## src/hdl/olie_pkg.sv

```systemverilog
// Shared types and constants for the ordered list insert/extract block.
package olie_pkg;

	localparam int DEF_CAPACITY = 16;
	localparam int WORD_W       = 32;
	localparam int FUNC_W       = 3;
	localparam int STATUS_W     = 2;

	typedef enum logic [FUNC_W-1:0] {
		FN_PUSH_BACK  = 3'd0,
		FN_POP_BACK   = 3'd1,
		FN_PUSH_FRONT = 3'd2,
		FN_POP_FRONT  = 3'd3,
		FN_INSERT_AT  = 3'd4,
		FN_EXTRACT_AT = 3'd5
	} func_t;

	typedef enum logic [STATUS_W-1:0] {
		ST_OK   = 2'd0,
		ST_FULL = 2'd1,
		ST_BAD  = 2'd2
	} status_t;

	typedef struct packed {
		logic ins;
		logic ext;
	} shift_ctl_t;

endpackage

```

## src/hdl/ordered_list_insert_extract.sv

```systemverilog
// Top level of the ordered list: op decode, row of slot cells, output register.
// The result word of each accepted word is held in the output register.
// Throughput: one word per cycle while in_stall is low; the slot cells at and above the index update in parallel.
// in_stall is high only while a result word waits and out_stall holds it.
// Reset clears the entry count and output valid; slot contents stay undefined
// and are read only below the count, so no clearing pass is needed.
module ordered_list_insert_extract import olie_pkg::*; #(
	parameter int CAPACITY = DEF_CAPACITY,
	parameter int POS_W    = $clog2(CAPACITY),
	parameter int CNT_W    = $clog2(CAPACITY + 1)
) (
	input  logic                clk,
	input  logic                arst_n,
	input  logic                in_valid,
	output logic                in_stall,
	input  logic [FUNC_W-1:0]   func,
	input  logic [POS_W-1:0]    position,
	input  logic [WORD_W-1:0]   value,
	output logic                out_valid,
	input  logic                out_stall,
	output logic [STATUS_W-1:0] status,
	output logic [WORD_W-1:0]   removed_word,
	output logic [CNT_W-1:0]    count
);

	logic [CNT_W-1:0]    cnt_q;
	logic                out_valid_q;
	status_t             status_q;
	logic [WORD_W-1:0]   removed_q;

	logic                acc;
	logic                full;
	logic                empty;
	logic [CNT_W-1:0]    pos_ext;
	logic                ins_d;
	logic                ext_d;
	logic [POS_W-1:0]    idx_d;
	status_t             status_d;
	logic [CNT_W-1:0]    cnt_nxt;
	shift_ctl_t          cell_ctl;
	logic [WORD_W-1:0]   words [CAPACITY];
	logic [CAPACITY-1:0] hits;
	logic [WORD_W-1:0]   rd_word;

	assign in_stall = out_valid_q && out_stall;
	assign acc      = in_valid && !in_stall;
	assign full     = (cnt_q == CNT_W'(CAPACITY));
	assign empty    = (cnt_q == '0);
	assign pos_ext  = CNT_W'(position);

	always_comb begin
		ins_d    = 1'b0;
		ext_d    = 1'b0;
		idx_d    = '0;
		status_d = ST_OK;
		case (func_t'(func))
			FN_PUSH_BACK: begin
				if (full) begin
					status_d = ST_FULL;
				end else begin
					ins_d = 1'b1;
					idx_d = cnt_q[POS_W-1:0];
				end
			end
			FN_POP_BACK: begin
				if (empty) begin
					status_d = ST_BAD;
				end else begin
					ext_d = 1'b1;
					idx_d = POS_W'(cnt_q - CNT_W'(1));
				end
			end
			FN_PUSH_FRONT: begin
				if (full) begin
					status_d = ST_FULL;
				end else begin
					ins_d = 1'b1;
				end
			end
			FN_POP_FRONT: begin
				if (empty) begin
					status_d = ST_BAD;
				end else begin
					ext_d = 1'b1;
				end
			end
			FN_INSERT_AT: begin
				if (full) begin
					status_d = ST_FULL;
				end else if (pos_ext > cnt_q) begin
					status_d = ST_BAD;
				end else begin
					ins_d = 1'b1;
					idx_d = position;
				end
			end
			FN_EXTRACT_AT: begin
				if (pos_ext >= cnt_q) begin
					status_d = ST_BAD;
				end else begin
					ext_d = 1'b1;
					idx_d = position;
				end
			end
			default: begin
				status_d = ST_BAD;
			end
		endcase
	end

	always_comb begin
		cnt_nxt = cnt_q;
		if (ins_d) begin
			cnt_nxt = cnt_q + CNT_W'(1);
		end else if (ext_d) begin
			cnt_nxt = cnt_q - CNT_W'(1);
		end
	end

	assign cell_ctl.ins = acc && ins_d;
	assign cell_ctl.ext = acc && ext_d;

	for (genvar g = 0; g < CAPACITY; g++) begin : g_cell
		logic [WORD_W-1:0] left_w;
		logic [WORD_W-1:0] right_w;
		if (g == 0) begin : g_first
			assign left_w = value;
		end else begin : g_mid_l
			assign left_w = words[g-1];
		end
		if (g == CAPACITY - 1) begin : g_last
			assign right_w = words[g];
		end else begin : g_mid_r
			assign right_w = words[g+1];
		end
		olie_cell #(
			.INDEX (g),
			.POS_W (POS_W)
		) u_cell (
			.clk        (clk),
			.ctl        (cell_ctl),
			.idx        (idx_d),
			.value      (value),
			.left_word  (left_w),
			.right_word (right_w),
			.word       (words[g]),
			.hit        (hits[g])
		);
	end

	always_comb begin
		rd_word = '0;
		for (int i = 0; i < CAPACITY; i++) begin
			if (hits[i]) begin
				rd_word = rd_word | words[i];
			end
		end
	end

	always_ff @(posedge clk or negedge arst_n) begin
		if (!arst_n) begin
			cnt_q       <= '0;
			out_valid_q <= 1'b0;
		end else begin
			if (acc) begin
				cnt_q       <= cnt_nxt;
				out_valid_q <= 1'b1;
			end else if (!out_stall) begin
				out_valid_q <= 1'b0;
			end
		end
	end

	always_ff @(posedge clk) begin
		if (acc) begin
			status_q  <= status_d;
			removed_q <= ext_d ? rd_word : '0;
		end
	end

	assign out_valid    = out_valid_q;
	assign status       = status_q;
	assign removed_word = removed_q;
	assign count        = cnt_q;

	a_cnt_bound: assert property (@(posedge clk) disable iff (!arst_n)
		cnt_q <= CNT_W'(CAPACITY))
		else $error("entry count above capacity");

	a_ins_grows: assert property (@(posedge clk) disable iff (!arst_n)
		cell_ctl.ins |=> cnt_q == $past(cnt_q) + CNT_W'(1))
		else $error("insert did not grow the count");

	a_ext_shrinks: assert property (@(posedge clk) disable iff (!arst_n)
		cell_ctl.ext |=> cnt_q == $past(cnt_q) - CNT_W'(1))
		else $error("extract did not shrink the count");

	a_refused_holds: assert property (@(posedge clk) disable iff (!arst_n)
		acc && status_d != ST_OK |=> $stable(cnt_q))
		else $error("refused op changed the count");

	a_removed_zero: assert property (@(posedge clk) disable iff (!arst_n)
		out_valid && status != ST_OK |-> removed_word == '0)
		else $error("refused op returned a word");

endmodule

```

## src/hdl/olie_cell.sv

```systemverilog
// One list slot: holds a word and shifts it to or from its neighbors.
module olie_cell import olie_pkg::*; #(
	parameter int INDEX = 0,
	parameter int POS_W = 4
) (
	input  logic              clk,
	input  shift_ctl_t        ctl,
	input  logic [POS_W-1:0]  idx,
	input  logic [WORD_W-1:0] value,
	input  logic [WORD_W-1:0] left_word,
	input  logic [WORD_W-1:0] right_word,
	output logic [WORD_W-1:0] word,
	output logic              hit
);

	logic [WORD_W-1:0] entry_q;
	logic              at_idx;
	logic              above_idx;

	assign at_idx    = (idx == POS_W'(INDEX));
	assign above_idx = (idx < POS_W'(INDEX));
	assign hit       = at_idx;
	assign word      = entry_q;

	always_ff @(posedge clk) begin
		if (ctl.ins) begin
			if (at_idx) begin
				entry_q <= value;
			end else if (above_idx) begin
				entry_q <= left_word;
			end
		end else if (ctl.ext) begin
			if (at_idx || above_idx) begin
				entry_q <= right_word;
			end
		end
	end

endmodule

```

## config.mk

```make
export PLATFORM = sky130hd
export DESIGN_NAME = ordered_list_insert_extract
export DESIGN_NICKNAME = d
export VERILOG_FILES = /design/src/hdl/olie_pkg.sv /design/src/hdl/ordered_list_insert_extract.sv /design/src/hdl/olie_cell.sv
export SDC_FILE = /design/constraint.sdc
export NUM_CORES = 1
export LEC_CHECK = 0
export BUFFER_PORTS_ARGS = -buffer_cell sky130_fd_sc_hd__buf_4
export CORE_AREA = 3 3 233 235
export DETAILED_ROUTE_END_ITERATION = 16
export DIE_AREA = 0 0 236 238
export PLACE_DENSITY_LB_ADDON = 0.2
export SLEW_MARGIN = 20
export SYNTH_ARGS = -nofsm -noshare
export SYNTH_HDL_FRONTEND = slang
export SYNTH_SLANG_ARGS = --single-unit
```

## constraint.sdc

```tcl
create_clock -name clk -period 6.2 [get_ports clk]
set_input_delay 0 -clock clk [delete_from_list [all_inputs] [get_ports clk]]
set_output_delay 0 -clock clk [all_outputs]
set_load 0.01 [all_outputs]
```

==> impl_metrics.csv <==
group,metric,value,unit
worst_setup_path,crit_end,"g_cell[4].u_cell.word[28]",
worst_setup_path,required,6510,ps
run,max-cap-violations,0,
detailed_routing,drt_pass1_iterations,6,
timing,tightest_slew,1156,ps
finish,antenna_cells,0,
pwr,finalPower,12070,µW
floorplan,die_area,0.05617,mm²
clock_network,clock_path_buffers,3,
grt,grt_pass1_vias,23410,
clock_network,cts_tree,"done",
logic_synthesis,syn_inst,2869,
timing,max_freq,198.2,MHz
clock_network,clk_pin_slew,60,ps
timing,setup_viol,0,
detailed_routing,wire_per_inst,27.21,µm
grt,antenna_found_initial,0,
logic_synthesis,ys_seq_elements,552,
grt,grt_max_degree,258,
grt,grt_pass1_wl,146200,µm
logic_synthesis,synth_ff_type,"edfxtp_1",
timing,rsz0062_at_grt,"no",
worst_setup_path,cp-start-kind,"flop",
placed_design,dp_hpwl,56500,µm
finish,layout-drive-gt1-share,11.36,%
grt,track_usage,33.81,%
placed_design,gp_congestion,0.8928,
finish,area_growth,11.27,%
clock_network,cts_setup_buffers,0,
floorplan,io_pins,84,
grt,gr-total-overflow,0,
worst_setup_path,crit_type,"reg -> reg",
pwr,power_frac_seq,41.5,%
logic_synthesis,synth_top_area_cell,"edfxtp_1",
pwr,p_clk_share,30.2,%
timing,hold-worst-slack,10.58,ps
finish,final_core_util,66.20,%
detailed_routing,ant_nets,0,
worst_setup_path,reg2reg_to,"g_cell[4].u_cell.word[28]",
placed_design,io_buffers,83,
detailed_routing,drt_iter0_markers,3629,
worst_setup_path,r2r-start,"count[0]",
clock_network,insertion_delay,630,ps
detailed_routing,drc_errors,0,
pwr,ir_worst_vdd,248.8,µV
worst_setup_path,cpPeakStageDelay,860,ps
logic_synthesis,synth_cell_types,68,
timing,final.setup.worst_slack,1154,ps
worst_setup_path,cp_cell_sequence,"inv_1, ha_1, nor3b_2, a31oi_2, a31oi_4, nor2_4, buf_4, a21oi_1, nor2_4, buf_4",
worst_setup_path,slowest_stage,"a31oi_2",
timing,fin_crit,5046,ps
worst_setup_path,critical-path-top-delay-family,"simple AND/OR/NAND/NOR gates",
logic_synthesis,syn-num-nets,2918,
worst_setup_path,crit_path_start,"count[0]",
floorplan,dieWidth,236,µm
logic_synthesis,synth_edf_count,546,
pwr,cellInternalPower,7984,µW
hold_path,hp-class,"in -> reg",
pwr,p_comb_share,28.3,%
logic_synthesis,async_flop_share,1.087,%
worst_setup_path,ff2ff_path_depth,10,
pwr,p_sw,4086,µW
clock_network,htree_levels,2,
floorplan,fp.dieH,238,µm
pwr,power_switching_share,33.85,%
logic_synthesis,synth_area,0.03120,mm²
hold_path,min-delay-start,"out_stall",
worst_setup_path,crit_path_end_kind,"flop",
pwr,power_density,347.7,mW/mm²
worst_setup_path,cp_max_fo,29,
worst_setup_path,rrSetupSlack,1150,ps
floorplan,start_util,59.49,%
floorplan,placementRows,84,
timing,maxSlewHeadroom,22.69,%
timing,fin_skew,15.65,ps
detailed_routing,viasPerCell,6.843,
pwr,leakage,0.01265,µW
logic_synthesis,ys_seq_area_share,53.03,%
timing,maxSlewViolCount,0,
timing,tns,0,ps
detailed_routing,via_count,24590,
clock_network,cts.sinks,552,
floorplan,core,0.05245,mm²
finish,nNetsFinal,2906,
placed_design,pre_cts_ws,1328,ps
logic_synthesis,ys_top_cells_by_count,"nand2_1, edfxtp_1, mux2i_1",
clock_network,cts_root_buffer,"clkbuf_16",
logic_synthesis,yosys.area.top_type_share,52.55,%
worst_setup_path,worst-path-buf-inv,3,
logic_synthesis,yosys_warnings,0,
detailed_routing,wl,97780,µm
worst_setup_path,cp.arrival,5360,ps
timing,hold_viol,0,
worst_setup_path,crit_cells,10,
timing,fin_crit_sh,81.39,%
logic_synthesis,synthTopCellsByArea,"edfxtp_1, mux2i_1, nand2_1",
clock_network,numCtsBuffers,59,
outcome,status,"finished clean",
logic_synthesis,synth_most_common_cell,"nand2_1",
logic_synthesis,avgSynthCellArea,10.87,µm²
## power groups by stage
stage | logic, µW | registers [µW] | clock network [µW]
final | 3420 | 5010 | 3640
after global routing | 3590 | 5050 | 3810
after CTS | 3320 | 5000 | 3660
after detailed placement | 3280 | 5070 | 0
after global placement | 3210 | 5060 | 0
after floorplan | 2170 | 4990 | 0
## routing by layer
metal  GRT usage (%)  part of all wire [%]
met1           47.30                    39
met2           52.28                    45
met3           7.085                    12
met4           13.16                   3.9
met5               0                     0
## metrics by stage
stage	instance area [µm²]	std cells
global route	34720	3594
detailed placement	32350	3443
finish	34720	3594
CTS	34710	3594
global placement	32350	3443
floorplan	31200	2869
## area by class of cell
class | count | area, µm²
multi-input cells | 2038 | 13630
well taps | 688 | 860.8
repair buffers | 195 | 1683
fillers | 3922 | 17730
flip-flops and latches | 552 | 16550
inverters | 11 | 43.79
clock inverters | 33 | 364.1
clock buffers | 77 | 1587
## worst register-to-register path, delay by kind of cell, from the launching register on
kind	cells	cell delay (ps)
buffers and inverters	3	1050
AND/OR/NAND/NOR	3	1520
flip-flops	1	470
adder cells (fa/ha/maj)	1	290
AO/OA/AOI/OAI	3	1390
## layout by cell type (no fill, tap or decap), drive strengths merged, types with 16 or more instances in the layout
cell	instances
buf	154
a31oi	73
a22oi	26
o21ai	423
a21oi	16
nor2	51
mux2	36
o2bb2ai	29
clkinv	23
dlygate4sd3	41
o22ai	27
clkbuf	77
edfxtp	546
a221oi	58
a22o	88
mux2i	502
nand2	615
## state kept, by name (all words and copies together) (netlist names)
| name | cells |
|---|---|
| g_cell.u_cell.word | 512 |
| status | 2 |
| removed_word | 32 |
| count | 5 |
| out_valid | 1 |
## timing repair
action	4_1_cts	5_1_grt
gates resized for setup	0	0
endpoints found under the setup margin	0	0
hold endpoints to repair	522	0
hold buffers	41	0
## how the worst min path moves through the flow
| stage | endpoint | slack (ps) | cells past startpoint |
|---|---|---|---|
| after floorplan | count[0] | -300 | 0 |
| after global placement | count[4] | -190 | 1 |
| after detailed placement | out_valid | -190 | 1 |
| after CTS | count[0] | 1 | 5 |
| after global routing | count[0] | 60 | 5 |
| final | count[0] | 10 | 5 |
## logic make-up after synthesis
group / after synthesis / synth area share (%)
buf+inv: 279 / 4.078
fa+ha+maj: 6 / 0.2406
xor+xnor: 6 / 0.1684
simple gates: 716 / 9.312
flops: 552 / 53.03
compound gates: 772 / 15.76
mux: 538 / 17.40
(Power assumes the default switching activity.)
